`config.mk`:
```
export PLATFORM = sky130hd
export DESIGN_NAME = ffha_cell
export DESIGN_NICKNAME = d
export VERILOG_FILES = /design/src/hw/rtl/first_fit_heap_allocator_defines.svh /design/src/hw/rtl/ffha_pkg.sv /design/src/hw/rtl/ffha_cell.sv
export SDC_FILE = /design/constraint.sdc
export NUM_CORES = 1
export LEC_CHECK = 0
export BUFFER_PORTS_ARGS = -buffer_cell sky130_fd_sc_hd__buf_2
export CAP_MARGIN = 10
export CORE_MARGIN = 4
export CORE_UTILIZATION = 49
export DETAILED_ROUTE_END_ITERATION = 16
export GPL_ROUTABILITY_DRIVEN = 0
export GPL_TIMING_DRIVEN = 0
export HOLD_SLACK_MARGIN = 0.08
export PLACE_DENSITY_LB_ADDON = 0.12
export SYNTH_ARGS = -nofsm -noshare
export SYNTH_HDL_FRONTEND = slang
export SYNTH_SLANG_ARGS = --single-unit
```
`constraint.sdc`:
```
create_clock -name clock -period 3.7 [get_ports clock]
set_input_delay 0.74 -clock clock [delete_from_list [all_inputs] [get_ports clock]]
set_output_delay 0.74 -clock clock [all_outputs]
set_load 0.01 [all_outputs]
```
`src/hw/rtl/first_fit_heap_allocator_defines.svh`:
```
// Assertion macros used by the allocator controller (ffha_ctrl).
`ifndef FIRST_FIT_HEAP_ALLOCATOR_DEFINES_SVH
`define FIRST_FIT_HEAP_ALLOCATOR_DEFINES_SVH

// Same-cycle implication, sampled on clock, off during reset.
`define FFHA_ASSERT_NOW(label, ante, cons, msg) \
   label: assert property (@(posedge clock) disable iff (reset) (ante) |-> (cons)) \
      else $error(msg);

// Next-cycle implication, sampled on clock, off during reset.
`define FFHA_ASSERT_NEXT(label, ante, cons, msg) \
   label: assert property (@(posedge clock) disable iff (reset) (ante) |=> (cons)) \
      else $error(msg);

`endif

```
`src/hw/rtl/ffha_pkg.sv`:
```
// Types and constants of the first-fit heap allocator.
package ffha_pkg;

   localparam int MAX_BLOCKS   = 64;
   localparam int HEADER_BYTES = 16;
   localparam int IDX_W        = $clog2(MAX_BLOCKS);
   localparam int CNT_W        = $clog2(MAX_BLOCKS + 1);
   localparam int ADDR_W       = 21;
   localparam int START_W      = 20;
   localparam logic [ADDR_W-1:0] HEAP_SPAN = ADDR_W'(1048576);

   typedef enum logic {
      CMD_ALLOC = 1'b0,
      CMD_FREE  = 1'b1
   } cmd_type;

   typedef enum logic [1:0] {
      ST_OK      = 2'd0,
      ST_NULL    = 2'd1,
      ST_FULL    = 2'd2,
      ST_UNKNOWN = 2'd3
   } status_type;

   typedef enum logic [1:0] {
      S_IDLE,
      S_SEARCH,
      S_FINISH
   } ctrl_state_type;

   // Search transaction walking the cell chain.
   typedef struct packed {
      logic               valid;
      logic               active;   // cleared for zero-size alloc / null free
      cmd_type            cmd;
      logic [ADDR_W-1:0]  size;
      logic [ADDR_W-1:0]  addr;
      logic               found;
      logic               top_hit;  // hit block is the last table entry
      logic [START_W-1:0] start;
   } token_type;

   // Append write broadcast to the cells.
   typedef struct packed {
      logic               en;
      logic [IDX_W-1:0]   idx;
      logic [START_W-1:0] start;
      logic [ADDR_W-1:0]  size;
   } wr_type;

endpackage

```
`src/hw/rtl/ffha_cell.sv`:
```
// One block-table entry plus one stage of the search chain.
module ffha_cell
   import ffha_pkg::*;
(
   input  logic             clock,
   input  logic             reset,
   input  logic [IDX_W-1:0] cell_idx,
   input  logic [CNT_W-1:0] entry_count,
   input  wr_type           wr,
   input  token_type        tok_in,
   output token_type        tok_out
);

   logic [START_W-1:0] start_ff;
   logic [ADDR_W-1:0]  size_ff;
   logic               free_ff;
   token_type          tok_ff, tok_in_w;

   logic [CNT_W-1:0] idx_ext;
   logic             in_use, is_last, hit_alloc, hit_free, hit, wr_hit;

   always_comb begin
      idx_ext   = CNT_W'(cell_idx);
      in_use    = idx_ext < entry_count;
      is_last   = (idx_ext + CNT_W'(1)) == entry_count;
      hit_alloc = (tok_in.cmd == CMD_ALLOC) && free_ff && (size_ff >= tok_in.size);
      hit_free  = (tok_in.cmd == CMD_FREE) &&
                  ((ADDR_W'(start_ff) + ADDR_W'(HEADER_BYTES)) == tok_in.addr);
      hit       = tok_in.valid && tok_in.active && !tok_in.found && in_use &&
                  (hit_alloc || hit_free);
      wr_hit    = wr.en && (wr.idx == cell_idx);

      tok_in_w = tok_in;
      if (hit) begin
         tok_in_w.found   = 1'b1;
         tok_in_w.top_hit = is_last;
         tok_in_w.start   = start_ff;
      end
   end

   // entry storage: no reset, only entries below entry_count are looked at
   always_ff @(posedge clock) begin
      if (wr_hit) begin
         start_ff <= wr.start;
         size_ff  <= wr.size;
         free_ff  <= 1'b0;
      end else if (hit) begin
         free_ff <= (tok_in.cmd == CMD_FREE);
      end
   end

   always_ff @(posedge clock) begin
      if (reset) begin
         tok_ff.valid <= 1'b0;
      end else begin
         tok_ff <= tok_in_w;
      end
   end

   assign tok_out = tok_ff;

endmodule

```
==> After elaboration in Yosys (flattened, before gate mapping) <==
Cells that the tools add are included.
Widths: inputs -> output; s select.
{ "word_totals": {"ff_bits": 109, "latchBits": 0, "mem_bits_rw": 0, "rom_bits": 0, "input_bits": 130, "out_inout_bits": 67, "word_cells": 30, "mem_count": 0} }
{ "classes": {"n_addsub": 2, "multipliers": 0, "n_div": 0, "magnitude_cmp": 2, "eq_ne": 3, "shift": 0, "muxes": 1, "bitwise_logic": 1, "reduce_logical": 10} }
{ "op_table": {"columns": ["op", "count"], "rows": [
  ["$add 20x5->21 const B", 1],
  ["$eq 21x21->1", 1],
  ["$ge 21x21->1", 1],
  ["$mux 21", 1],
  ["$logic_and 1x1->1", 8],
  ["$add 6x1->7 const B", 1],
  ["$eq 7x7->1", 1],
  ["$lt 6x7->1", 1],
  ["$eq 6x6->1", 1],
  ["$logic_not 1->1", 1],
  ["$logic_or 1x1->1", 1],
  ["$not 1->1", 1]
]} }

==> Depth between registers and ports, before layout <==
Gate-level depths: netlist (run 1).
{ "depth": {"word_depth": 6, "mapped_depth": 10, "ltp_nobuf": 9} }

==> Worst setup path before layout (run 1) <==
OpenSTA, ideal clock, no wires.
{ "synth_timing": {"path_kind": "input -> register", "startpoint": "in tok_in[61] (netlist name)", "endpoint": "reg tok_ff, in the netlist tok_out[11], data pin", "setup_time_ns": 0.262, "arrival_time_ns": 2.712, "required_time_ns": 3.438, "slack_ns": 0.726, "cell_stages": 10, "n_path_buf": 1, "path_cell_list": "inv_1 -> ha_1 -> nand4b_1 -> nor3_1 -> nand2_1 -> a2111oi_0 -> nor3_1 -> a211oi_2 -> buf_4 -> mux2_1"} }
{ "synth_rtl": {"columns": ["item", "line_no", "rtl"], "rows": [
  ["start: declaration", "ffha_cell.sv:10", "input token_type tok_in,"],
  ["end signal: assignment", "ffha_cell.sv:56", "tok_ff <= tok_in_w;"],
  ["end: declaration", "ffha_cell.sv:17", "token_type tok_ff, tok_in_w;"]
]} }

==> results.md, run 1 <==
* Avg Inst Size Synth at 14.52 um2
* Synthesis Warnings at 0
* Pwr Total at 2.406 mW
* Clk slew on worst S/H paths at 0.10 ns
* Unrepaired setup endpoints after global routing: false
* H-tree levels at 3
* Worst slew margin at 0.3782
* I/O pin count at 197
* Initial antenna violation count at 0
* Min-Delay Endpoint: free_ff
* Layout area overhead at 26.96%
* Worst hold path class: reg2reg
* CTS buffer count at 9
* CTS max path bufs at 2
* DP Area at 0.006161 mm2
* Yosys cell types at 46
* Vias after detailed routing at 3,444
* Hpwl dp at 8554 um
* CTS sink count at 109
* Mapped Cells at 344
* Syn Nets at 503
* First-pass GRT wire length at 15,980 um
* Drt wl/cell at 15.68 um
* #FFs+latches synth at 109
* # DRC at 0
* Cells after DPL at 674
* Max Fclk at 295.2 MHz
* Most frequent cells in the layout: 197 x buf_2, 107 x edfxtp_1, 30 x inv_1
* Critical Path RT at 3.81 ns
* Worst-skew pair later-pin latency at 0.36 ns
* Worst Path Buf+Inv at 2
* Tot GR Track Use at 0.1779
* Maximum VDD drop at 0.0002040 V
* CTS Root Cell: clkbuf_8
* TNS Setup at 0 ns
* Largest delay contributor family on the critical path: compound AO/OA/AOI/OAI gates
* Ys async rst share at 0
* Final net count at 711
* Routed wire length at 10,810 um
* Clock tree from TritonCTS: built
* Initial Util at 0.5062
* Layout Skew at 0.009025 ns
* Critical-path maximum fanout at 10
* Max Transition Viols Final at 0
* Reg2reg end: tok_out[5]
* Cell mode on critical path: buf_4
* Startpoint Class: register
* Port bufs at 196
* Setup Viol. Count Final at 0
* Share of post-route cells with drive strength above 1 at 0.3921
* Remaining Overflow, GRT at 0
* R2R cell count at 9
* Pin count of the biggest net entering global routing at 42
* Chip width at 109.0 um
* Synth Cell Area at 0.004994 mm2
* Crit path capture type: register
* WP depth at 9
* Top Metal Used: met4
* Core ar. at 0.009864 mm2
* DIE AREA at 0.01187 mm2
* Worst-Margin Slew at 0.9314 ns
* Worst Min Path Start: free_ff
* Final worst path period share at 0.9155
* Hold path depth at 2
* Worst endpoint data arrival time at 3.50 ns
* Commonest non-fill, non-tap cell in the layout: buf_2
* Leakage power at 2.666 nW
* Hold Buf Count CTS at 0
* Post-route antenna net violation count at 0
* Vias in the first global route at 3,396
* Layout filler cell count at 810
* Reg-to-reg slack, setup at 0.31 ns
* Fin area at 0.006340 mm2
* Main flop type after synthesis: edfxtp_1
* Worst r2r src: start_ff[6]
* Die Ht at 109.0 um
* Layout Cells excl Fill at 689
* Via/cell ratio at 4.999
* N_diodes at 0
* Slowest-stage cell, CP: or4b_1
* Power per cell area at 379.4 mW/mm2
* EDFF count, synth at 107
* Sequential area share after synthesis at 0.6515
* Crit path kind: reg2reg
* Met1 wire length at 4176 um
* Outcome: finished, final reports clean
* Max Cap Viol at 0
* Worst hold slack at 0.4978 ns
* DR pass1 iterations at 4
* Largest stage delay, worst path at 0.56 ns
* Met2 WL at 5506 um
* Postcts setup bufs at 0
* Routed wl met3 at 898 um
* Post-CTS sizing at 0
* Critical path cell sequence: buf_4 -> nand3_2 -> o21a_1 -> or4b_1 -> a221oi_1 -> o2111ai_1 -> a211oi_2 -> buf_4 -> mux2_1
* Post-route minimum period at 3.387 ns
* 1st-iter DRT viols at 133
* Final hold viol count at 0
* Row count at 36
[power breakdown]
part / total (mW) / internal [mW] / leakage, nW / switching [mW]
combinational: 0.287 / 0.137 / 1.54 / 0.150
sequential: 1.44 / 1.43 / 1.03 / 0.0156
clock: 0.678 / 0.303 / 0.0899 / 0.375
total: 2.41 / 1.87 / 2.67 / 0.541
[state kept, by name, summed over array words and instances (netlist names)]
register  flops
start_ff     20
free_ff       1
tok_out      67
size_ff      21
[per-stage QoR]
stage | setup slack (ns) | util
final | 0.3126 | 0.6427
after global routing | 0.1741 | 0.6427
after detailed placement | 0.1199 | 0.6246
after CTS | 0.2962 | 0.6427
after floorplan | 0.7257 | -
after global placement | 0.1532 | 0.6225
[worst max path at each step]
stage                     start           to  slack, ns
detailed placement   tok_in[25]  tok_out[17]       0.12
floorplan            tok_in[61]  tok_out[11]       0.73
CTS                 start_ff[6]   tok_out[6]       0.30
finish              start_ff[6]   tok_out[5]       0.31
global placement     tok_in[25]  tok_out[19]       0.15
global route        start_ff[6]  tok_out[15]       0.17
[logic make-up after synthesis]
group / synth area share
XOR/XNOR: 0.06490
AND/OR/NAND/NOR: 0.07567
multiplexers: 0.04936
flip-flops: 0.6515
AO/OA/AOI/OAI: 0.05563
buffers and inverters: 0.03032
adder cells (fa/ha/maj): 0.07266
[worst reg2reg max path: cells and delay by family, from the launching register on]
kind / cells / cell delay, ns
AO/OA/AOI/OAI: 4 / 1.27
AND/OR/NAND/NOR: 2 / 0.75
buffers and inverters: 2 / 0.44
multiplexers: 1 / 0.35
flip-flops: 1 / 0.33
[cells in the mapped netlist (2+ instances only)]
cell type	number	area, um2
xnor2_1	24	210.2
nor2b_1	5	31.28
o21ai_0	9	45.04
buf_4	3	22.52
mux2_1	21	236.5
a21oi_1	13	65.06
a211oi_1	2	15.01
nand3b_1	2	15.01
o22ai_1	2	12.51
nand2_1	13	48.80
nand4b_1	3	26.28
xor2_1	13	113.9
edfxtp_1	107	3213
and3_1	3	18.77
o311ai_0	2	17.52
ha_1	29	362.9
a2111oi_0	2	17.52
nand4_1	9	56.30
dfxtp_1	2	40.04
nor3_1	7	35.03
nand3_1	7	35.03
nor4_1	2	12.51
nor2_1	9	33.78
o211ai_1	2	15.01
inv_1	32	120.1
[area by class of cell]
class	instances	area [um2]	area share
buffer	5	31.28	0.004934
clock buffer	9	123.9	0.01954
clock inverter	6	55.05	0.008684
inverter	32	120.1	0.01895
multi-input combinational	198	1589	0.2506
sequential	109	3253	0.5131
tap	133	166.4	0.02625
timing repair buffer	197	1001	0.1579
[layer usage]
metal	global-route usage	vias up
met4	0.07665	0
met2	0.3079	125
met5	0	-
met1	0.2123	1592
met3	0.04085	19
li1	-	1708
(Power assumes the default switching activity.)
==> inputs of run 2 (changes only) <==
--- a/config.mk
+++ b/config.mk
@@ -8,7 +8,7 @@
 export BUFFER_PORTS_ARGS = -buffer_cell sky130_fd_sc_hd__buf_2
 export CAP_MARGIN = 10
 export CORE_MARGIN = 4
-export CORE_UTILIZATION = 49
+export CORE_UTILIZATION = 50
 export DETAILED_ROUTE_END_ITERATION = 16
 export GPL_ROUTABILITY_DRIVEN = 0
 export GPL_TIMING_DRIVEN = 0
==> constraint.sdc (replaced) <==
create_clock -name clock -period 3.9 [get_ports clock]
set_input_delay 0.78 -clock clock [delete_from_list [all_inputs] [get_ports clock]]
set_output_delay 0.78 -clock clock [all_outputs]
set_load 0.01 [all_outputs]
==> run 2 against run 1 <==
  * Die area down 1.9%
  * Maximum frequency up 0.66%
  * Flip-flop and latch count unchanged
  * Critical path type unchanged
  * Largest power group unchanged
  * Highest routed layer unchanged
==> results.md, run 2 (same netlist as run 1, synthesis figures left out) <==
* Critical Path RT at 4.01 ns
* Largest stage delay, worst path at 0.54 ns
* CTS buffer count at 9
* CTS Root Cell: clkbuf_8
* Pin count of the biggest net entering global routing at 45
* Clock tree from TritonCTS: built
* Max Cap Viol at 0
* I/O pin count at 197
* Layout area overhead at 27.36%
* Slowest-stage cell, CP: or4b_1
* Vias in the first global route at 3,442
* Critical path cell sequence: buf_4 -> nand3_2 -> o21a_1 -> or4b_1 -> a221oi_1 -> o2111ai_1 -> a211oi_2 -> buf_4 -> mux2_1
* Hold Buf Count CTS at 0
* Commonest non-fill, non-tap cell in the layout: buf_2
* Crit path capture type: register
* Post-route minimum period at 3.365 ns
* Cell mode on critical path: buf_4
* Post-CTS sizing at 0
* Tot GR Track Use at 0.1866
* Leakage power at 2.669 nW
* First-pass GRT wire length at 16,540 um
* H-tree levels at 3
* Post-route antenna net violation count at 0
* Clk slew on worst S/H paths at 0.10 ns
* Final worst path period share at 0.8628
* DR pass1 iterations at 4
* Initial Util at 0.5132
* DIE AREA at 0.01165 mm2
* Share of post-route cells with drive strength above 1 at 0.3950
* Worst-skew pair later-pin latency at 0.37 ns
* Max Transition Viols Final at 0
* Drt wl/cell at 16.08 um
* Power per cell area at 365.8 mW/mm2
* Maximum VDD drop at 0.0002495 V
* Routed wire length at 11,090 um
* # DRC at 0
* CTS max path bufs at 2
* Critical-path maximum fanout at 10
* Final hold viol count at 0
* Max Fclk at 297.2 MHz
* Remaining Overflow, GRT at 0
* Most frequent cells in the layout: 197 x buf_2, 107 x edfxtp_1, 30 x inv_1
* 1st-iter DRT viols at 103
* Layout Skew at 0.01400 ns
* Worst endpoint data arrival time at 3.48 ns
* Die Ht at 107.9 um
* Startpoint Class: register
* N_diodes at 0
* Worst hold path class: reg2reg
* Setup Viol. Count Final at 0
* Core ar. at 0.009729 mm2
* Final net count at 711
* Outcome: finished, final reports clean
* Postcts setup bufs at 0
* Row count at 36
* CTS sink count at 109
* Chip width at 107.9 um
* Max reg flops at 67
* Vias after detailed routing at 3,440
* Crit path kind: reg2reg
* Worst hold slack at 0.4869 ns
* Via/cell ratio at 4.986
* Worst slew margin at 0.3786
* Port bufs at 196
* Worst-Margin Slew at 0.9307 ns
* Hpwl dp at 8680 um
* Initial antenna violation count at 0
* TNS Setup at 0 ns
* Unrepaired setup endpoints after global routing: false
run 2: cell types whose count changed in the layout (fill, tap and decap cells not counted), sizes merged:
cell,before,now
inv,32,33
clkinvlp,1,2
clkbuf,10,11
clkinv,4,2
run 2: through the flow:
step	worst slack, ns	power [mW]	area, um2	cells	util
floorplan	0.8857	1.517	4994	344	-
global placement	0.2980	1.662	6141	673	0.6312
detailed placement	0.2846	1.672	6161	674	0.6332
CTS	0.4789	2.347	6360	690	0.6537
global route	0.3764	2.431	6360	690	0.6537
finish	0.5349	2.327	6360	690	0.6537
run 2: critical path: cells and delay by family (launching register included):
family	cells	cell delay, ns
simple gates	2	0.72
buf+inv	2	0.45
compound gates	4	1.26
flops	1	0.33
mux	1	0.35
run 2: final timing paths:
kind	from	endpoint	slack (ns)	cells after the start
setup / recovery	start_ff[6]	tok_out[13]	0.53	9
setup reg to reg	start_ff[6]	tok_out[13]	0.53	9
hold reg to reg	free_ff	free_ff	0.49	2
hold / removal	free_ff	free_ff	0.49	2
run 2: final cells by class:
cell class	instances	area, um2
clock buffer	10	127.6
fill	806	3369
clock inverter	6	71.32
sequential	109	3253
inverter	32	120.1
buffer	5	31.28
timing repair buffer	197	1001
multi-input combinational	198	1589
tap	133	166.4
run 2: power by group:
group          total [mW]  internal [mW]  switching [mW]
Clock               0.684          0.302           0.382
Combinational       0.274          0.130           0.144
Sequential           1.37           1.35          0.0155
run 2: layer usage:
metal  vias up  share of wire  track usage
met5         -              0            0
met4         0          0.013      0.06132
met3        14          0.073      0.04537
met2       135           0.52       0.3335
met1      1580           0.39       0.2210
li1       1711              -            -
==> inputs of run 3 (changes only) <==
--- a/config.mk
+++ b/config.mk
@@ -5,11 +5,11 @@
 export SDC_FILE = /design/constraint.sdc
 export NUM_CORES = 1
 export LEC_CHECK = 0
-export BUFFER_PORTS_ARGS = -buffer_cell sky130_fd_sc_hd__buf_2
 export CAP_MARGIN = 10
 export CORE_MARGIN = 4
 export CORE_UTILIZATION = 50
 export DETAILED_ROUTE_END_ITERATION = 16
+export DONT_BUFFER_PORTS = 1
 export GPL_ROUTABILITY_DRIVEN = 0
 export GPL_TIMING_DRIVEN = 0
 export HOLD_SLACK_MARGIN = 0.08
==> run 3 against run 2 <==
  * Flip-flop and latch count stayed put
  * Worst hold slack better by 0.0029 ns
  * Design area is 15% lower
  * Clock power is 13% higher
  * Utilization is 9.7 points lower
  * Sequential power is 3% higher
  * Register-to-register slack hardly changed
  * Sequential share of layout area is 8.9 points higher
==> results.md, run 3 (same netlist as run 1, synthesis figures left out) <==
* Worst hold path class: in2reg
* Critical path cell sequence: buf_4 -> nand3_2 -> o21a_1 -> or4b_1 -> a221oi_1 -> o2111ai_1 -> a211oi_2 -> buf_4 -> mux2_1
* Reg-to-reg slack, setup at 0.54 ns
* Final hold viol count at 0
* CTS max path bufs at 2
* Min-Delay Endpoint: tok_out[66]
* Crit path capture type: register
* N_diodes at 0
* Remaining Overflow, GRT at 0
* TNS Setup at 0 ns
* H-tree levels at 3
* Maximum VDD drop at 0.0001988 V
* Largest delay contributor family on the critical path: compound AO/OA/AOI/OAI gates
* Initial Util at 0.5132
* DR pass1 iterations at 4
* # DRC at 0
* Cell mode on critical path: buf_4
* Via/cell ratio at 5.724
* Worst-skew pair later-pin latency at 0.36 ns
* DP Area at 0.005187 mm2
* Routed wire length at 10,250 um
* Initial antenna violation count at 0
* Largest stage delay, worst path at 0.55 ns
* Worst slew margin at 0.3656
* Chip width at 107.9 um
* CTS sink count at 109
* Final worst path period share at 0.8626
* Fin area at 0.005415 mm2
* Worst Min Path Start: reset
* Power per cell area at 424.5 mW/mm2
* Crit path from: start_ff[6]
* Post-CTS sizing at 0
* CTS Root Cell: clkbuf_8
* 1st-iter DRT viols at 115
* Hpwl dp at 7922 um
* Hold path depth at 1
* Layout Skew at 0.008517 ns
* Worst endpoint data arrival time at 3.48 ns
* Setup Viol. Count Final at 0
* Max reg flops at 67
* Crit path kind: reg2reg
* Place WS at 0.3670 ns
* DIE AREA at 0.01165 mm2
* Post-route antenna net violation count at 0
* Reg2reg end: tok_out[18]
* Vias after detailed routing at 2,822
* R2R cell count at 9
* Clock tree from TritonCTS: built
* Port bufs at 0
* Worst Path Buf+Inv at 2
* Critical-path maximum fanout at 10
* CTS buffer count at 9
* Core ar. at 0.009729 mm2
* Slowest-stage cell, CP: or4b_1
* Share of post-route cells with drive strength above 1 at 0.06389
* Hold Buf Count CTS at 0
* Post-route minimum period at 3.364 ns
* Worst hold slack at 0.4898 ns
* Postcts setup bufs at 0
* Post-route setup slack at 0.5357 ns
* Worst-Margin Slew at 0.9502 ns
* Die Ht at 107.9 um
* Row count at 36
* Max Transition Viols Final at 0
* Commonest non-fill, non-tap cell in the layout: edfxtp_1
* Vias in the first global route at 2,955
* Most frequent cells in the layout: 107 x edfxtp_1, 30 x inv_1, 29 x ha_1
* Leakage power at 1.923 nW
* Max Fclk at 297.2 MHz
* First-pass GRT wire length at 15,490 um
* Startpoint Class: register
* Drt wl/cell at 20.78 um
* I/O pin count at 197
* Layout area overhead at 8.444%
* Pin count of the biggest net entering global routing at 44
* Max Cap Viol at 0
* Clk slew on worst S/H paths at 0.09 ns
* Tot GR Track Use at 0.1764
* Unrepaired setup endpoints after global routing: false
* Outcome: finished, final reports clean
* Final net count at 515
* Critical Path RT at 4.01 ns
* Worst r2r src: start_ff[6]
## run 3: cell types whose count changed in the layout (fill, tap and decap cells not counted), sizes merged
cell,previous run,this run
bufinv,1,3
buf,201,5
clkinvlp,2,0
inv,33,32
## run 3: worst max-delay path by stage
stage / to / cells after the start
6_report: tok_out[18] / 9
5_1_grt: tok_out[13] / 9
2_1_floorplan: tok_out[11] / 10
3_5_place_dp: tok_out[18] / 8
4_1_cts: tok_out[18] / 9
3_3_place_gp: start_ff[19] / 5
## run 3: report_power, final
| group | internal (mW) | switching (mW) |
|---|---|---|
| Combinational | 0.0514 | 0.0603 |
| Clock | 0.421 | 0.354 |
| Sequential | 1.36 | 0.0550 |
| Total | 1.83 | 0.469 |
## run 3: stage by stage
stage / power, mW / utilization / cells
global placement: 1.547 / 0.5304 / 477
global route: 2.398 / 0.5566 / 493
CTS: 2.329 / 0.5566 / 493
detailed placement: 1.554 / 0.5332 / 478
finish: 2.299 / 0.5566 / 493
floorplan: 1.517 / - / 344
## run 3: routing by layer
metal / wire length [um] / track usage / vias to the layer above
li1: - / - / 1312
met1: 3948 / 0.2031 / 1359
met2: 5330 / 0.3060 / 134
met3: 817 / 0.06388 / 17
met4: 150 / 0.05861 / 0
met5: 0 / 0 / -
## run 3: cell type report
cell class | instances | area (um2)
Fill cell | 801 | 4314
Sequential cell | 109 | 3253
Multi-Input combinational cell | 198 | 1589
Tap cell | 133 | 166.4
Clock buffer | 10 | 127.6
Inverter | 32 | 120.1
Clock inverter | 5 | 100.1
Buffer | 5 | 31.28
Timing Repair Buffer | 1 | 27.53
