==> src/hw/rtl/first_fit_heap_allocator_defines.svh <==
// Assertion macros used by the allocator controller (ffha_ctrl).
`ifndef FIRST_FIT_HEAP_ALLOCATOR_DEFINES_SVH
`define FIRST_FIT_HEAP_ALLOCATOR_DEFINES_SVH

// Same-cycle implication, sampled on clock, off during reset.
`define FFHA_ASSERT_NOW(label, ante, cons, msg) \
   label: assert property (@(posedge clock) disable iff (reset) (ante) |-> (cons)) \
      else $error(msg);

// Next-cycle implication, sampled on clock, off during reset.
`define FFHA_ASSERT_NEXT(label, ante, cons, msg) \
   label: assert property (@(posedge clock) disable iff (reset) (ante) |=> (cons)) \
      else $error(msg);

`endif

==> src/hw/rtl/ffha_pkg.sv <==
// Types and constants of the first-fit heap allocator.
package ffha_pkg;

   localparam int MAX_BLOCKS   = 64;
   localparam int HEADER_BYTES = 16;
   localparam int IDX_W        = $clog2(MAX_BLOCKS);
   localparam int CNT_W        = $clog2(MAX_BLOCKS + 1);
   localparam int ADDR_W       = 21;
   localparam int START_W      = 20;
   localparam logic [ADDR_W-1:0] HEAP_SPAN = ADDR_W'(1048576);

   typedef enum logic {
      CMD_ALLOC = 1'b0,
      CMD_FREE  = 1'b1
   } cmd_type;

   typedef enum logic [1:0] {
      ST_OK      = 2'd0,
      ST_NULL    = 2'd1,
      ST_FULL    = 2'd2,
      ST_UNKNOWN = 2'd3
   } status_type;

   typedef enum logic [1:0] {
      S_IDLE,
      S_SEARCH,
      S_FINISH
   } ctrl_state_type;

   // Search transaction walking the cell chain.
   typedef struct packed {
      logic               valid;
      logic               active;   // cleared for zero-size alloc / null free
      cmd_type            cmd;
      logic [ADDR_W-1:0]  size;
      logic [ADDR_W-1:0]  addr;
      logic               found;
      logic               top_hit;  // hit block is the last table entry
      logic [START_W-1:0] start;
   } token_type;

   // Append write broadcast to the cells.
   typedef struct packed {
      logic               en;
      logic [IDX_W-1:0]   idx;
      logic [START_W-1:0] start;
      logic [ADDR_W-1:0]  size;
   } wr_type;

endpackage

==> src/hw/rtl/ffha_ctrl.sv <==
// Controller: handshakes, heap top, entry count, append and result register.
`include "first_fit_heap_allocator_defines.svh"
module ffha_ctrl
   import ffha_pkg::*;
(
   input  logic              clock,
   input  logic              reset,
   input  logic              req_valid,
   output logic              req_stall,
   input  logic              req_command,
   input  logic [ADDR_W-1:0] req_request_size,
   input  logic [ADDR_W-1:0] req_payload_address,
   output logic              rsp_valid,
   input  logic              rsp_stall,
   output logic [ADDR_W-1:0] rsp_result_address,
   output logic [1:0]        rsp_status,
   input  logic              csr_wr_en,
   input  logic [ADDR_W-1:0] csr_wr_data,
   output token_type         launch,
   input  token_type         chain_out,
   output logic [CNT_W-1:0]  entry_count,
   output wr_type            wr
);

   ctrl_state_type    state_ff, state_in;
   logic [CNT_W-1:0]  entry_count_ff, entry_count_in;
   logic [ADDR_W-1:0] heap_top_ff, heap_top_in;
   logic [ADDR_W-1:0] heap_limit_ff;
   token_type         fin_ff;
   logic              rsp_valid_ff, rsp_valid_in;
   logic [ADDR_W-1:0] rsp_addr_ff, rsp_addr_in;
   status_type        rsp_status_ff, rsp_status_in;

   logic              accept, slot_free, fire, fits;
   logic [ADDR_W-1:0] lim;
   logic [ADDR_W:0]   end_sum;

   assign req_stall = reset || (state_ff != S_IDLE);
   assign accept    = req_valid && !req_stall;
   assign slot_free = !rsp_valid_ff || !rsp_stall;
   assign fire      = (state_ff == S_FINISH) && slot_free;

   always_comb begin
      launch.valid   = accept;
      launch.cmd     = cmd_type'(req_command);
      launch.size    = req_request_size;
      launch.addr    = req_payload_address;
      launch.active  = (cmd_type'(req_command) == CMD_ALLOC) ? (req_request_size != '0)
                                                              : (req_payload_address != '0);
      launch.found   = 1'b0;
      launch.top_hit = 1'b0;
      launch.start   = '0;
   end

   always_comb begin
      lim     = (heap_limit_ff > HEAP_SPAN) ? HEAP_SPAN : heap_limit_ff;
      end_sum = {1'b0, heap_top_ff} + (ADDR_W + 1)'(HEADER_BYTES) + {1'b0, fin_ff.size};
      fits    = (entry_count_ff < CNT_W'(MAX_BLOCKS)) && (end_sum <= {1'b0, lim});
   end

   always_comb begin
      state_in       = state_ff;
      entry_count_in = entry_count_ff;
      heap_top_in    = heap_top_ff;
      rsp_valid_in   = rsp_valid_ff && rsp_stall;
      rsp_addr_in    = rsp_addr_ff;
      rsp_status_in  = rsp_status_ff;
      wr.en          = 1'b0;
      wr.idx         = entry_count_ff[IDX_W-1:0];
      wr.start       = heap_top_ff[START_W-1:0];
      wr.size        = fin_ff.size;

      unique case (state_ff)
         S_IDLE: begin
            if (accept) begin
               state_in = S_SEARCH;
            end
         end
         S_SEARCH: begin
            if (chain_out.valid) begin
               state_in = S_FINISH;
            end
         end
         S_FINISH: begin
            if (fire) begin
               state_in      = S_IDLE;
               rsp_valid_in  = 1'b1;
               rsp_addr_in   = '0;
               rsp_status_in = ST_OK;
               priority if (!fin_ff.active) begin
                  rsp_status_in = ST_NULL;
               end else if (fin_ff.cmd == CMD_ALLOC) begin
                  priority if (fin_ff.found) begin
                     rsp_addr_in = ADDR_W'(fin_ff.start) + ADDR_W'(HEADER_BYTES);
                  end else if (fits) begin
                     // append a new block at the heap top
                     wr.en          = 1'b1;
                     entry_count_in = entry_count_ff + CNT_W'(1);
                     heap_top_in    = end_sum[ADDR_W-1:0];
                     rsp_addr_in    = heap_top_ff + ADDR_W'(HEADER_BYTES);
                  end else begin
                     rsp_status_in = ST_FULL;
                  end
               end else begin
                  priority if (fin_ff.found && fin_ff.top_hit) begin
                     // top block freed: heap shrinks, entry dropped
                     heap_top_in    = ADDR_W'(fin_ff.start);
                     entry_count_in = entry_count_ff - CNT_W'(1);
                  end else if (!fin_ff.found) begin
                     rsp_status_in = ST_UNKNOWN;
                  end else begin
                     rsp_status_in = ST_OK;
                  end
               end
            end
         end
         default: begin
            state_in = S_IDLE;
         end
      endcase
   end

   always_ff @(posedge clock) begin
      if (reset) begin
         state_ff       <= S_IDLE;
         entry_count_ff <= '0;
         heap_top_ff    <= '0;
         heap_limit_ff  <= HEAP_SPAN;
         rsp_valid_ff   <= 1'b0;
      end else begin
         state_ff       <= state_in;
         entry_count_ff <= entry_count_in;
         heap_top_ff    <= heap_top_in;
         rsp_valid_ff   <= rsp_valid_in;
         if (csr_wr_en) begin
            heap_limit_ff <= csr_wr_data;
         end
      end
   end

   always_ff @(posedge clock) begin
      rsp_addr_ff   <= rsp_addr_in;
      rsp_status_ff <= rsp_status_in;
      if (state_ff == S_SEARCH && chain_out.valid) begin
         fin_ff <= chain_out;
      end
   end

   assign rsp_valid          = rsp_valid_ff;
   assign rsp_result_address = rsp_addr_ff;
   assign rsp_status         = rsp_status_ff;
   assign entry_count        = entry_count_ff;

   `FFHA_ASSERT_NOW(a_count_bound, 1'b1, entry_count_ff <= CNT_W'(MAX_BLOCKS), "count overflow")
   `FFHA_ASSERT_NOW(a_chain_in_search, chain_out.valid, state_ff == S_SEARCH, "stray result")
   `FFHA_ASSERT_NOW(a_top_bound, 1'b1, heap_top_ff <= HEAP_SPAN, "heap top beyond span")
   `FFHA_ASSERT_NOW(a_empty_top, entry_count_ff == '0, heap_top_ff == '0, "top nonzero")
   `FFHA_ASSERT_NEXT(a_accept_search, accept, state_ff == S_SEARCH, "accept not searching")

endmodule

==> config.mk <==
export PLATFORM = sky130hd
export DESIGN_NAME = ffha_ctrl
export DESIGN_NICKNAME = d
export VERILOG_FILES = /design/src/hw/rtl/ffha_pkg.sv /design/src/hw/rtl/ffha_ctrl.sv
export VERILOG_INCLUDE_DIRS = /design/src /design/src/hw/rtl
export SDC_FILE = /design/constraint.sdc
export NUM_CORES = 1
export LEC_CHECK = 0
export ABC_AREA = 1
export BUFFER_PORTS_ARGS = -buffer_cell sky130_fd_sc_hd__buf_2
export CAP_MARGIN = 20
export CORE_MARGIN = 4
export CORE_UTILIZATION = 56
export DETAILED_ROUTE_END_ITERATION = 8
export PLACE_DENSITY = 0.87
export SETUP_SLACK_MARGIN = 0.15
export SYNTH_ARGS = -nofsm -noshare
export SYNTH_HDL_FRONTEND = slang
export SYNTH_SLANG_ARGS = --single-unit
==> constraint.sdc <==
create_clock -name clock -period 12.99 [get_ports clock]
set_clock_uncertainty 0.1 [all_clocks]
set_input_delay 1.299 -clock clock [delete_from_list [all_inputs] [get_ports clock]]
set_output_delay 1.299 -clock clock [all_outputs]
set_load 0.1 [all_outputs]
# Word-level counts from Yosys, hierarchy flattened
# Index checks and enable logic that the tools add are counted.
# word_totals
ff_bits	120
output_inout_bits	147
word_cells	79
# op_classes
add_sub_neg	6
order_cmp	3
n_eq_ne	7
muxes	29
bitwise_logic	1
reduce_logical	20
# op_table
operator	count
$mux 21	7
$reduce_bool 21->1	2
$mux 7	4
$add 21x5->22 const B	1
$add 22x21->22	1
$le 22x21->1	1
$add 20x5->21 const B	1
$add 21x5->21 const B	1
$gt 21x21->1 const B	1
$mux 2	8
$mux 1	9
$add 7x1->7 const B	1
$lt 7x7->1 const B	1
$sub 7x1->7 const B	1
$logic_and 1x1->1	6
$ne 2x2->1 const B	3
$pmux 2 s3	1
$reduce_and 6->1	1
$ne 2x1->1 const B	2
$reduce_bool 2->1	2
$logic_not 1->1	3
$reduce_and 3->1	1
$eq 2x1->1 const B	1
$eq 2x2->1 const B	1
other kinds (5)	6

# Depth between registers and ports, before layout
# Gate-level depths: netlist (run 1).
# logic_depth
word_depth	10
ltp_mapped	31
ltp_nobuf	31

# Worst setup path after synthesis (run 1)
# Ideal clock, no wire load.
# synth_path
path_type	flip-flop to output port
from	register fin_ff (netlist bit wr[1])
to	output wr[47] in the netlist's numbering
t_arrival_ps	5288
required_time_ps	11591
path_slack_ps	6303
stages_incl_launch_ff	23
n_path_buf	0
cell_sequence	edfxtp_1 ha_1 ha_1 inv_1 fa_1 inv_1 nand3_1 nand2_1 a21oi_1 o21ai_1 nand4_1 nand2_1 nand2_1 and2_1 ha_1 nand2_1 nor2_1 nand2_1 nor4_1 nand2_1 nand2_2 nand3_4 nor3_1
# synth_lines
element	line_no	rtl
from (decl)	ffha_ctrl.sv:29	token_type fin_ff;
from (signal assigned)	ffha_ctrl.sv:145	fin_ff <= chain_out;
to (decl)	ffha_ctrl.sv:22	output wr_type wr

==> results.txt, run 1 <==
In this run the register-to-register setup slack is 7.77 ns. The first global-routing pass estimated ~35000 um of wire. The run finished with clean final reports. Setup repair after global routing left no endpoint under its margin. The ratio of cells with drive above 1 in the final layout came out at 0.2393. The largest net degree at the start of global routing is 37. The worst slew margin relative to its limit is 0.2852.

The area growth from synthesis to layout is 13.66%. The total overflow reported by the global router is 0. The setup path with the least slack is of type reg2out. In this run the power density over the cells is 118.8 nW/um^2. The layout filler cell count is 1234. The number of warnings issued by yosys is 0. In the routed design, unresolved DRC markers number 0. The worst setup path is launched from a register. From bottom edge to top edge, the die measures about 130 um.

The analysis attributes to cell leakage a power of 4.552 nW. The initial core utilization came out at 0.5744. The required time at the worst-slack endpoint is roughly 12 ns. The total standard cell area after synthesis came out at 8379 sq um. In this run, post-CTS hold repair placed 0 buffers. 283 I/O pins were placed. For the worst-skew pair, the clock arrives at the later sink with an insertion delay of about 0.43 ns.

Based on the critical path, the design can be clocked at up to 0.1554 GHz. The clock-pin slew reported for the worst setup and hold paths after clock tree synthesis came out at 0.05 ns. A synthesized cell averages 7.927 sq um. TritonCTS built the clock tree. The count of maximum capacitance violations is 0. VDD sags by at most 114.0 uV. Buffers inserted during clock tree synthesis total 17. The initial antenna violation count is 0. The buffer count from post-CTS setup fixing is 0. The via-per-instance ratio came out at around 5.4. The detailed-router iteration count before antenna repair is 6. In this run the standard cell core region covers 14590 sq um.

The post-layout instance area is 9524 sq um. The kind of end point of the critical path is a primary output. The setup TNS after final layout came out at 0 ns.

The slew at the pin with the worst max-slew slack came out at between 1 and 1.5 ns. The final worst-path cycle share came out at 0.4953. The flip-flop and latch count after synthesis is 120. The share of synthesized flip-flops with an asynchronous set or reset is 0.

The layout net count came out at 1406. The post-detailed-route count of antenna-violating nets came out at 0. The total wire length is 22440 um. The final antenna diode count came out at 0. In the final layout, flip-flops and latches occupy a little over 3000 sq um.

In this run, the number of DRC markers left after iteration 0 of detailed routing was around 560. The per-cell routed wire length is 16.08 um. The count of input and output buffers came out at 239.

The vias after detailed routing came out at 7608. The area of the die came out at 16980 sq um. The critical-path maximum fanout came out at 4. The H-tree depth reported by CTS came out at 4. The number of global-route vias before repair came out at 7180. Setup violations remaining at the end of the flow were counted as 0. The number of enable flip-flop cells after synthesis came out at 68. The arrival time of the worst setup path is 5.04 ns. The aggregate global-route resource usage came out at 0.2624. The x dimension of the die is 130.3 um. The sink count of the clock tree came out at 120.

The multi-input logic area came out at 4054 sq um. The post-DP HPWL came out at 17190 um. The synthesized netlist contains 45 unique library cells. Counting every instance in the synthesized netlist gives 1057. The leading register cell type out of synthesis is sky130_fd_sc_hd__edfxtp_1. The worst path needs 6.434 ns of the cycle, external delays included.

The final weighted congestion of routability-driven global placement is 0.9384. The placement-stage cell area is 8920 sq um. In this run the core area contains 44 standard-cell rows. The count of pins over their slew limit is 0. After clock tree synthesis, the repair step resized 0 gates. In this run the deepest clock path goes through 2 buffers. The hold violation count in the final report was 0. The root buffer cell chosen for the clock tree is sky130_fd_sc_hd__clkbuf_16. The sequential fraction of the synthesis area came out at 0.3679. The tightest min-delay check is of the reg2reg type.
[cells by family (layout without fill, tap and decap cells)]
kind of cell,count (synthesis),in the layout,share of synthesized area
AO/OA/AOI/OAI,150,150,0.09571
XOR/XNOR,22,22,0.02299
AND/OR/NAND/NOR,463,463,0.2441
flip-flops,120,120,0.3679
multiplexers,2,2,0.002389
other,1,22,0.0004475
adder cells (fa/ha/maj),71,71,0.1078
buffers and inverters,228,362,0.1586
[flip-flops by register name, summed over array words and instances, names as in the netlist]
name,cells
rsp_valid,1
heap_top_ff,21
state_ff,2
heap_limit_ff,21
fin_ff,24
rsp_status,2
entry_count,7
rsp_result_address,21
wr,21
[through the flow]
stage / cells / hold slack (ns) / power (W) / utilization / worst slack, ns
2_1_floorplan: 1078 / 0.3634 / 0.0006264 / - / 6.303
3_3_place_gp: 1364 / 0.3759 / 0.0006504 / 0.6114 / 7.094
3_5_place_dp: 1364 / 0.3847 / 0.0006538 / 0.6114 / 7.031
4_1_cts: 1396 / 0.3989 / 0.001139 / 0.6528 / 6.546
5_1_grt: 1396 / 0.4378 / 0.001170 / 0.6528 / 6.022
6_report: 1396 / 0.3956 / 0.001131 / 0.6528 / 6.556
[synth_stat cells, types with 2 or more instances]
cell type	number	area [sq um]
sky130_fd_sc_hd__nor2_2	2	12.51
sky130_fd_sc_hd__xor2_1	16	140.1
sky130_fd_sc_hd__o21bai_1	2	15.01
sky130_fd_sc_hd__nor2_1	100	375.4
sky130_fd_sc_hd__clkbuf_1	18	67.56
sky130_fd_sc_hd__o21ai_0	51	255.2
sky130_fd_sc_hd__buf_4	115	863.3
sky130_fd_sc_hd__a31oi_1	2	12.51
sky130_fd_sc_hd__a211oi_1	4	30.03
sky130_fd_sc_hd__buf_6	5	56.30
sky130_fd_sc_hd__ha_1	69	863.3
sky130_fd_sc_hd__inv_1	85	319.1
sky130_fd_sc_hd__nand4_1	17	106.4
sky130_fd_sc_hd__a21oi_1	78	390.4
sky130_fd_sc_hd__nand2_4	2	22.52
sky130_fd_sc_hd__mux2i_1	2	20.02
sky130_fd_sc_hd__and2_1	5	31.28
sky130_fd_sc_hd__dfxtp_1	52	1041
sky130_fd_sc_hd__and3_1	2	12.51
sky130_fd_sc_hd__nand3b_1	9	67.56
sky130_fd_sc_hd__o21ai_1	2	10.01
sky130_fd_sc_hd__nor4_1	16	100.1
sky130_fd_sc_hd__a21o_1	4	30.03
sky130_fd_sc_hd__edfxtp_1	68	2042
sky130_fd_sc_hd__or4_1	2	15.01
sky130_fd_sc_hd__nand2_2	4	25.02
sky130_fd_sc_hd__o41ai_1	2	17.52
sky130_fd_sc_hd__nor3_1	8	40.04
sky130_fd_sc_hd__a21oi_2	2	17.52
sky130_fd_sc_hd__nand3_1	68	340.3
sky130_fd_sc_hd__buf_2	3	15.01
sky130_fd_sc_hd__nand2_1	220	825.8
sky130_fd_sc_hd__fa_1	2	40.04
sky130_fd_sc_hd__xnor2_1	6	52.55
sky130_fd_sc_hd__or2_2	4	25.02
[cell type report]
| class | count | area share |
|---|---|---|
| Clock buffer | 25 | 0.05097 |
| Inverter | 87 | 0.03429 |
| Tap cell | 184 | 0.02417 |
| Timing Repair Buffer | 243 | 0.1287 |
| Sequential cell | 120 | 0.3237 |
| Clock inverter | 7 | 0.01248 |
| Multi-Input combinational cell | 730 | 0.4256 |
[power breakdown]
group / leakage (nW) / internal [W] / switching (W)
sequential: 1.04 / 0.000415 / 0.0000109
combinational: 3.22 / 0.0000437 / 0.000178
clock: 0.288 / 0.000317 / 0.000166
[per-layer routing]
metal	GRT usage	wire, um
met3	0.06672	1901
met4	0.1021	641
met1	0.3158	8837
met5	0	0
met2	0.4502	11060
[critical path, cell delays in order (launching register included)]
cell and delay [ns]:
sky130_fd_sc_hd__edfxtp_1 0.40, sky130_fd_sc_hd__ha_1 0.30, sky130_fd_sc_hd__ha_1 0.21, sky130_fd_sc_hd__inv_1 0.09, sky130_fd_sc_hd__fa_1 0.41, sky130_fd_sc_hd__inv_1 0.13
sky130_fd_sc_hd__nand3_1 0.08, sky130_fd_sc_hd__nand2_1 0.14, sky130_fd_sc_hd__a21oi_1 0.14, sky130_fd_sc_hd__o21ai_1 0.32, sky130_fd_sc_hd__nand2_1 0.13, sky130_fd_sc_hd__nand2_1 0.08
sky130_fd_sc_hd__nand2_1 0.06, sky130_fd_sc_hd__and2_1 0.17, sky130_fd_sc_hd__ha_1 0.31, sky130_fd_sc_hd__nand2_1 0.07, sky130_fd_sc_hd__nor2_1 0.22, sky130_fd_sc_hd__nand2_1 0.09
sky130_fd_sc_hd__nor4_1 0.26, sky130_fd_sc_hd__nand2_1 0.10, sky130_fd_sc_hd__nand2_2 0.12, sky130_fd_sc_hd__nand3_4 0.11, sky130_fd_sc_hd__nor3_1 0.21, sky130_fd_sc_hd__buf_2 0.47
[placed cells by master (no fill, tap or decap), types with 3 or more instances in the layout]
master / n
sky130_fd_sc_hd__buf_2: 239
sky130_fd_sc_hd__nand2_1: 220
sky130_fd_sc_hd__nor2_1: 99
sky130_fd_sc_hd__inv_1: 85
sky130_fd_sc_hd__a21oi_1: 78
sky130_fd_sc_hd__ha_1: 69
sky130_fd_sc_hd__nand3_1: 68
sky130_fd_sc_hd__edfxtp_1: 68
sky130_fd_sc_hd__dfxtp_1: 52
sky130_fd_sc_hd__o21ai_0: 51
sky130_fd_sc_hd__conb_1: 22
sky130_fd_sc_hd__nand4_1: 17
sky130_fd_sc_hd__clkbuf_16: 17
sky130_fd_sc_hd__nor4_1: 16
sky130_fd_sc_hd__xor2_1: 16
sky130_fd_sc_hd__nand3b_1: 9
sky130_fd_sc_hd__nor3_1: 8
sky130_fd_sc_hd__xnor2_1: 6
sky130_fd_sc_hd__and2_1: 5
sky130_fd_sc_hd__clkbuf_1: 5
sky130_fd_sc_hd__a21o_1: 4
sky130_fd_sc_hd__nand2_2: 4
sky130_fd_sc_hd__a211oi_1: 4
sky130_fd_sc_hd__or2_2: 4
sky130_fd_sc_hd__buf_4: 4
sky130_fd_sc_hd__nor2_2: 3
sky130_fd_sc_hd__clkbuf_8: 3
sky130_fd_sc_hd__bufinv_16: 3
[worst paths after layout]
path / start / endpoint / cells past startpoint
max: wr[1]$_DFFE_PP_ / wr[47] / 23
min reg2reg: rsp_valid$_SDFF_PP0_ / rsp_valid$_SDFF_PP0_ / 2
max reg2reg: wr[1]$_DFFE_PP_ / rsp_result_address[11]$_SDFFCE_PP0P_ / 24
min: rsp_valid$_SDFF_PP0_ / rsp_valid$_SDFF_PP0_ / 2
Note: power is estimated with default switching activity, not from simulation.
==> run 2: changes to the inputs <==
Settings changed: ABC_AREA 1 to 0, CORE_UTILIZATION 56 to 51, PLACE_DENSITY 0.87 to 0.8.
Clock period 12.99 ns to 6.5 ns, I/O delays scaled along.
==> results.txt, run 2 <==
The final count of negative-setup-slack endpoints is 0 (unchanged). The count of hold-fix buffers inserted at cts is 0 (unchanged). The CTS tree is yes (unchanged).

The endpoint of the worst-slack reg-to-reg timing path was heap_top_ff[18]$_SDFFE_PP0P_ (was rsp_result_address[11]$_SDFFCE_PP0P_). The overall power of the completed layout came out at 0.002316 W (was 0.001131 W). The x dimension of the die is 133.9 um (was 130.3 um).

The H-tree depth reported by CTS is 4 (unchanged). The number of warnings issued by yosys came out at 0 (unchanged). The count of boundary I/O pins is 283 (unchanged). The final antenna diode count came out at 0 (unchanged). Most frequent cells after synthesis: sky130_fd_sc_hd__buf_4 (114), sky130_fd_sc_hd__ha_1 (69), sky130_fd_sc_hd__nand2_1 (69) (was sky130_fd_sc_hd__nand2_1 (220), sky130_fd_sc_hd__buf_4 (115), sky130_fd_sc_hd__nor2_1 (100)). The overall die height came out at 133.9 um (was 130.3 um).

Cell types occupying the most area after synthesis: sky130_fd_sc_hd__edfxtp_1 (25%), sky130_fd_sc_hd__dfxtp_1 (13%), sky130_fd_sc_hd__ha_1 (11%) (was sky130_fd_sc_hd__edfxtp_1 (24%), sky130_fd_sc_hd__dfxtp_1 (12%), sky130_fd_sc_hd__buf_4 (10%)). The worst slew margin relative to its limit came to 0.3720 (was 0.2852). The flip-flop and latch count after synthesis came to 120 (unchanged). The register-to-register setup slack is 1.00 ns (was 7.77 ns). The clock-pin slew reported for the worst setup and hold paths after clock tree synthesis is 0.06 ns (was 0.05 ns). The post-detailed-route count of antenna-violating nets was 0 (unchanged). The class of the most critical hold timing path is in2reg (was reg2reg). The final weighted congestion of routability-driven global placement is 0.9089 (was 0.9384). The number of global-route vias before repair came out at 6324 (was 7180). The layout net count was 1199 (was 1406). The arrival time of the worst setup path came out at 5.31 ns (was 5.04 ns).

The post-DP HPWL came to 16560 um (was 17190 um). The most common cell after layout, fill and taps aside was sky130_fd_sc_hd__buf_2 (unchanged). The most common cell in the netlist is sky130_fd_sc_hd__buf_4 (was sky130_fd_sc_hd__nand2_1).

The net switching power of the design came out at 0.0007133 W (was 0.0003557 W). The combinational power share came out at 0.193 (was 0.196). The average size of a mapped cell is 9.550 sq um (was 7.927 sq um).

The count of input and output buffers is 239 (unchanged). The post-layout instance area is 9384 sq um (was 9524 sq um). The total DRC errors in the routed layout was 0 (unchanged). The worst-case hold slack came to 0.2984 ns (was 0.3956 ns). The number of enable flip-flop cells after synthesis is 68 (unchanged). The critical-path maximum fanout came out at 6 (was 4).

The kind of end point of the critical path is a primary output (unchanged). The power per cell area is 246.8 nW/um^2 (was 118.8 nW/um^2). The buffer depth of the longest clock path came out at 2 (unchanged). The placement-stage cell area came out at 8722 sq um (was 8920 sq um).

The TritonCTS buffer count came out at 17 (unchanged). The utilization after layout came to 0.6105 (was 0.6528). The worst flop-to-flop path startpoint is heap_top_ff[10]$_SDFFE_PP0P_ (was wr[1]$_DFFE_PP_).

The standby leakage power came to 4.155 nW (was 4.552 nW). The aggregate global-route resource usage came out at 0.2328 (was 0.2624). The vias after detailed routing came out at 6711 (was 7608). The cell row count came out at 45 (was 44).

The initial core utilization is 0.5263 (was 0.5744). The largest net degree at the start of global routing came out at 54 (was 37). The worst-skew pair later-pin latency was 0.42 ns (was 0.43 ns). The slew at the pin with the worst max-slew slack is 0.9362 ns (was 1.072 ns). The per-cell routed wire length came to 17.73 um (was 16.08 um). The area fraction of the dominant cell type after synthesis was 0.2524 (was 0.2437). The highest clock rate is 0.1651 GHz. The final period demand of the worst path is 6.056 ns.

The ratio of cells with drive above 1 in the final layout came to 0.2915 (was 0.2393). The number of standard cells after synthesis came out at 847 (was 1057). The critical setup path kind is reg2out (unchanged).

The wire length of the first global-routing pass came out at 33050 um (was 34760 um). The startpoint of the worst setup timing path is heap_top_ff[10]$_SDFFE_PP0P_ (was wr[1]$_DFFE_PP_). The area of the die came out at 17940 sq um (was 16980 sq um). The total wire length is 21560 um (was 22440 um). The share of synthesized flip-flops with an asynchronous set or reset is 0 (unchanged). The via-per-instance ratio came out at 5.519 (was 5.450).

The distinct cell type count of the synthesized netlist is 63 (was 45). The count of pins over their slew limit is 0 (unchanged). The total overflow reported by the global router came out at 0 (unchanged).

The sequential fraction of the synthesis area came out at 0.3811 (was 0.3679). The required time at the worst-slack endpoint came out at 5.75 ns (was 11.59 ns). Setup repair after global routing missed its margin: no (unchanged). The post-cts sizing count is 0 (unchanged). Run status: completed (unchanged). The final worst-path cycle share came out at 0.9317. The sink count of the clock tree came out at 120 (unchanged). The total standard cell area after synthesis came out at 8089 sq um (was 8379 sq um). The leading register cell type out of synthesis is sky130_fd_sc_hd__edfxtp_1 (unchanged).

The register with the most flip-flops is fin_ff (unchanged). The launching element type of the critical path is a register (unchanged). The first-iteration detailed-routing DRC count is 619 (was 562).

Most frequent cells in the layout: sky130_fd_sc_hd__buf_2 (239), sky130_fd_sc_hd__nand2_1 (69), sky130_fd_sc_hd__ha_1 (69), sky130_fd_sc_hd__edfxtp_1 (68) (was sky130_fd_sc_hd__buf_2 (239), sky130_fd_sc_hd__nand2_1 (220), sky130_fd_sc_hd__nor2_1 (99), sky130_fd_sc_hd__inv_1 (85), sky130_fd_sc_hd__a21oi_1 (78)). The fraction of power consumed by the clock network came out at 0.440 (was 0.427). The instance count along the most critical hold path came out at 1 (was 2). The setup TNS after final layout came to 0 ns (unchanged). The cell count of the worst reg-to-reg path came to 17 (was 24). The area growth from synthesis to layout came out at 16.01% (was 13.66%).

The area inside the core boundary came out at 15370 sq um (was 14590 sq um). The count of maximum capacitance violations came out at 0 (unchanged). The buffer count from post-CTS setup fixing was 0 (unchanged).

The post-synthesis cell type with the largest combined area is sky130_fd_sc_hd__edfxtp_1 (unchanged). The internal power is 0.001602 W (was 0.0007757 W). The termination of the worst setup path is wr[47] (unchanged). The hold violation count in the final report came out at 0 (unchanged). The flip-flop count of the largest register, all copies and words added is 24 (unchanged). The master cell of the clock root buffer was sky130_fd_sc_hd__clkbuf_16 (unchanged). The highest ir drop seen on vdd came out at 174.8 uV (was 114.0 uV). The share of total power in sequential cells is 0.368 (was 0.377). The detailed-router iteration count before antenna repair came out at 5 (was 6).

The initial antenna violation count came to 0 (unchanged). The switching power as a share of total power was 0.3080 (was 0.3144).
-- run 2: worst min path at each step --
| stage | endpoint | start | slack [ns] |
|---|---|---|---|
| 6_report | wr[14]$_DFFE_PP_ | chain_out[57] | 0.30 |
| 5_1_grt | wr[8]$_DFFE_PP_ | chain_out[51] | 0.28 |
| 3_5_place_dp | state_ff[0]$_SDFFE_PP0P_ | state_ff[1]$_SDFFE_PP0P_ | 0.37 |
| 3_3_place_gp | state_ff[0]$_SDFFE_PP0P_ | state_ff[1]$_SDFFE_PP0P_ | 0.37 |
| 2_1_floorplan | state_ff[0]$_SDFFE_PP0P_ | state_ff[1]$_SDFFE_PP0P_ | 0.34 |
| 4_1_cts | fin_ff[14]$_DFFE_PP_ | chain_out[14] | 0.28 |
-- run 2: kinds of logic (layout without fill, tap and decap cells) --
group                    Yosys count  count (layout)  share of synthesized area
AO/OA/AOI/OAI                    147             147                     0.1213
flip-flops                       120             120                     0.3811
adder cells (fa/ha/maj)           71              71                     0.1117
multiplexers                      34              34                    0.04238
buffers and inverters            168             305                     0.1332
other                              1              22                  0.0004636
AND/OR/NAND/NOR                  259             259                     0.1590
XOR/XNOR                          47              47                    0.05089
-- run 2: cell type report --
| class | instances | area [sq um] |
|---|---|---|
| multi-input cells | 580 | 4033 |
| fillers | 1323 | 5987 |
| well taps | 211 | 264.0 |
| clock buffers | 18 | 429.2 |
| repair buffers | 248 | 1276 |
| inverters | 25 | 93.84 |
| clock inverters | 14 | 205.2 |
| flip-flops and latches | 120 | 3083 |
-- run 2: critical path: stages, from the launching register on --
cell and delay, ns:
sky130_fd_sc_hd__dfxtp_1 0.50, sky130_fd_sc_hd__ha_1 0.30, sky130_fd_sc_hd__ha_1 0.37, sky130_fd_sc_hd__a21o_1 0.22
sky130_fd_sc_hd__a221o_1 0.35, sky130_fd_sc_hd__a221o_1 0.43, sky130_fd_sc_hd__a22oi_1 0.20, sky130_fd_sc_hd__a21oi_1 0.10
sky130_fd_sc_hd__xor2_1 0.26, sky130_fd_sc_hd__ha_1 0.32, sky130_fd_sc_hd__a21o_1 0.17, sky130_fd_sc_hd__a211oi_1 0.24
sky130_fd_sc_hd__o211ai_1 0.17, sky130_fd_sc_hd__o32ai_1 0.12, sky130_fd_sc_hd__o21ba_2 0.23, sky130_fd_sc_hd__or2_1 0.27
sky130_fd_sc_hd__nor4_4 0.22, sky130_fd_sc_hd__clkbuf_4 0.40
-- run 2: power by group through the flow --
stage	Clock, W	Sequential (W)	Combinational [W]
CTS	0.00103	0.000851	0.000444
global placement	0	0.000866	0.000437
finish	0.00102	0.000851	0.000446
global route	0.00106	0.000854	0.000472
detailed placement	0	0.000867	0.000442
floorplan	0	0.000874	0.000375
-- run 2: through the flow --
step / instances / setup slack [ns]
after global placement: 1182 / 0.9860
after global routing: 1216 / 0.1850
after floorplan: 868 / 0.6402
after detailed placement: 1182 / 0.8941
after CTS: 1214 / 0.4133
final: 1216 / 0.4441
-- run 2: metal layers --
layer	global-route usage	vias up	part of all wire	wire (um)
li1	-	3237	-	-
met1	0.2937	3095	0.41	8865
met2	0.3967	344	0.48	10330
met3	0.05364	35	0.087	1873
met4	0.07429	0	0.023	494
met5	0	-	0	0
==> run 3: changes to the inputs <==
Settings changed: MAX_ROUTING_LAYER set to met4.
==> results.txt, run 3 (same netlist as run 2, synthesis figures left out) <==
The final weighted congestion of routability-driven global placement is 0.9179 (was 0.9089). The launching element type of the critical path is a register (unchanged). The worst slew margin relative to its limit was 0.3618 (was 0.3720). The cell count of the worst reg-to-reg path was 17 (unchanged).

The hold violation count in the final report was 0 (unchanged). The post-detailed-route count of antenna-violating nets is 0 (unchanged). The register-to-register setup slack came out at 0.98 ns (was 1.00 ns).

The area growth from synthesis to layout is 15.50% (was 16.01%). The highest ir drop seen on vdd is 176.4 uV (was 174.8 uV). The instance count along the most critical hold path came out at 1 (unchanged). The layout filler cell count came out at 1331 (was 1323). The kind of end point of the critical path is a primary output (unchanged). The startpoint of the worst setup timing path is heap_top_ff[11]$_SDFFE_PP0P_ (was heap_top_ff[10]$_SDFFE_PP0P_). The flip-flop count of the largest register, all copies and words added is 24 (unchanged). The clock-pin slew reported for the worst setup and hold paths after clock tree synthesis is 0.06 ns (about the same).

The cell row count is 45 (unchanged). The count of maximum capacitance violations is 0 (unchanged). The wire length of the first global-routing pass is 34130 um (was 33050 um). The critical-path maximum fanout is 6 (unchanged). The post-DP HPWL came to 16790 um (was 16560 um). The register with the most flip-flops was fin_ff (unchanged). The x dimension of the die came out at 133.9 um (unchanged). The largest net degree at the start of global routing is 54 (unchanged). The slew at the pin with the worst max-slew slack came to 0.9515 ns (was 0.9362 ns). The most common cell after layout, fill and taps aside is sky130_fd_sc_hd__buf_2 (unchanged). The worst-case hold slack is 0.2911 ns (was 0.2984 ns).

The per-cell routed wire length is 18.10 um (was 17.73 um). The number of global-route vias before repair is 6364 (was 6324). The worst slack after detailed placement is 0.9099 ns (was 0.8941 ns). The buffer depth of the longest clock path is 2 (unchanged). The standby leakage power is 4.145 nW (was 4.155 nW). The vias after detailed routing is 6781 (was 6711). The utilization after layout is 0.6078 (was 0.6105). The power per cell area is 238.1 nW/um^2 (was 246.8 nW/um^2).

Most frequent cells in the layout: sky130_fd_sc_hd__buf_2 (239), sky130_fd_sc_hd__nand2_1 (69), sky130_fd_sc_hd__ha_1 (69), sky130_fd_sc_hd__edfxtp_1 (68) (unchanged). The setup TNS after final layout is 0 ns (unchanged). The worst-skew pair later-pin latency is 0.43 ns (was 0.42 ns).

The layout net count came out at 1200 (was 1199). The final antenna diode count is 0 (unchanged). The highest clock rate came to 0.1665 GHz (was 0.1651 GHz).

The smallest setup slack after layout is 0.4953 ns (was 0.4441 ns). The sink count of the clock tree is 120 (unchanged). The worst flop-to-flop path startpoint is heap_top_ff[11]$_SDFFE_PP0P_ (was heap_top_ff[10]$_SDFFE_PP0P_). The total DRC errors in the routed layout came out at 0 (unchanged). The area inside the core boundary is 15370 sq um (unchanged). The master cell of the clock root buffer is sky130_fd_sc_hd__clkbuf_16 (unchanged).

The final worst-path cycle share is 0.9238 (was 0.9317). The area of the die is 17940 sq um (unchanged). The count of pins over their slew limit came out at 0 (unchanged). The total overflow reported by the global router came out at 0 (unchanged). The count of boundary I/O pins is 283 (unchanged). The endpoint of the worst-slack reg-to-reg timing path is heap_top_ff[3]$_SDFFE_PP0P_ (was heap_top_ff[18]$_SDFFE_PP0P_). The critical setup path kind is reg2out (unchanged).

The CTS tree is yes (unchanged). Setup repair after global routing missed its margin: no (unchanged). The count of input and output buffers is 239 (unchanged).

The overall die height came out at 133.9 um (unchanged). The H-tree depth reported by CTS is 4 (unchanged). The end of the worst hold path is fin_ff[6]$_DFFE_PP_ (was wr[14]$_DFFE_PP_).

The required time at the worst-slack endpoint came to 5.75 ns (about the same). The total wire length is 22030 um (was 21560 um). The via-per-instance ratio came to 5.572 (was 5.519). The initial antenna violation count came to 0 (unchanged).

The initial core utilization is 0.5263 (unchanged). The TritonCTS buffer count was 17 (unchanged). Run status: completed (unchanged). The arrival time of the worst setup path is 5.25 ns (was 5.31 ns).

The buffer count from post-CTS setup fixing came to 0 (unchanged). The detailed-router iteration count before antenna repair is 5 (unchanged). The final count of negative-setup-slack endpoints came out at 0 (unchanged).

The class of the most critical hold timing path is in2reg (unchanged). The aggregate global-route resource usage came out at 0.2503 (was 0.2328). The final period demand of the worst path came to 6.005 ns (was 6.056 ns). The beginning of the worst hold path is chain_out[6] (was chain_out[57]). The first-iteration detailed-routing DRC count is 517 (was 619). The ratio of cells with drive above 1 in the final layout was 0.2913 (was 0.2915).
-- run 3: cell types whose count changed in the layout (fill, tap and decap cells not counted) --
| cell | change |
|---|---|
| sky130_fd_sc_hd__inv_4 | +1 |
| sky130_fd_sc_hd__bufinv_16 | -5 |
| sky130_fd_sc_hd__clkinv_1 | -1 |
| sky130_fd_sc_hd__clkinv_4 | -2 |
| sky130_fd_sc_hd__buf_4 | +1 |
| sky130_fd_sc_hd__clkbuf_8 | +3 |
| sky130_fd_sc_hd__clkbuf_1 | +2 |
| sky130_fd_sc_hd__clkinvlp_4 | -1 |
| sky130_fd_sc_hd__clkbuf_16 | +3 |
-- run 3: how the worst max path moves through the flow --
stage | to | cells after the start
floorplan | wr[47] | 20
global placement | wr[47] | 17
detailed placement | wr[47] | 17
CTS | wr[47] | 17
global route | wr[47] | 16
finish | wr[47] | 17
-- run 3: timing repair --
| item | in CTS | in global routing |
|---|---|---|
| resized for setup | 0 | 1 |
| hold buffers | 0 | 0 |
| setup endpoints to repair | 0 | 1 |
| hold endpoints to repair | 0 | 0 |
-- run 3: routing by layer --
metal / vias up / GRT usage / share of wire
met4: 0 / 0.09200 / 0.028
met1: 3150 / 0.3070 / 0.40
met3: 47 / 0.05889 / 0.088
met5: - / - / 0
met2: 332 / 0.4048 / 0.49
li1: 3252 / - / -
-- run 3: per-stage QoR --
stage,power (W),area [sq um],instances
after floorplan,0.001250,8183,868
after global placement,0.001304,8730,1183
after detailed placement,0.001311,8730,1183
after CTS,0.002230,9315,1215
after global routing,0.002296,9343,1217
final,0.002224,9343,1217
-- run 3: layout make-up --
class                      count  area [sq um]  share of cell area
clock inverter                 6         32.53            0.003482
timing repair buffer         249          1284              0.1374
tap                          211         264.0             0.02826
multi-input combinational    580          4033              0.4316
sequential                   120          3083              0.3300
clock buffer                  26         553.0             0.05919
inverter                      25         93.84             0.01004
-- run 3: worst max-delay path: stages (launching register included) --
cell and delay, ns:
sky130_fd_sc_hd__dfxtp_1 0.51, sky130_fd_sc_hd__ha_1 0.30, sky130_fd_sc_hd__ha_1 0.35, sky130_fd_sc_hd__and2_1 0.17, sky130_fd_sc_hd__a221o_1 0.36, sky130_fd_sc_hd__a221o_1 0.43, sky130_fd_sc_hd__a22oi_1 0.17, sky130_fd_sc_hd__a21oi_1 0.10
sky130_fd_sc_hd__xor2_1 0.28, sky130_fd_sc_hd__ha_1 0.33, sky130_fd_sc_hd__a21o_1 0.17, sky130_fd_sc_hd__a211oi_1 0.23, sky130_fd_sc_hd__o211ai_1 0.16, sky130_fd_sc_hd__o32ai_1 0.13, sky130_fd_sc_hd__o21ba_2 0.24, sky130_fd_sc_hd__or2_1 0.27
sky130_fd_sc_hd__nor4_4 0.21, sky130_fd_sc_hd__clkbuf_4 0.39
-- run 3: power breakdown --
part / leakage, nW / switching [W] / internal [W]
logic: 2.79 / 0.000349 / 0.0000998
registers: 1.06 / 0.0000232 / 0.000828
clock network: 0.289 / 0.000342 / 0.000583
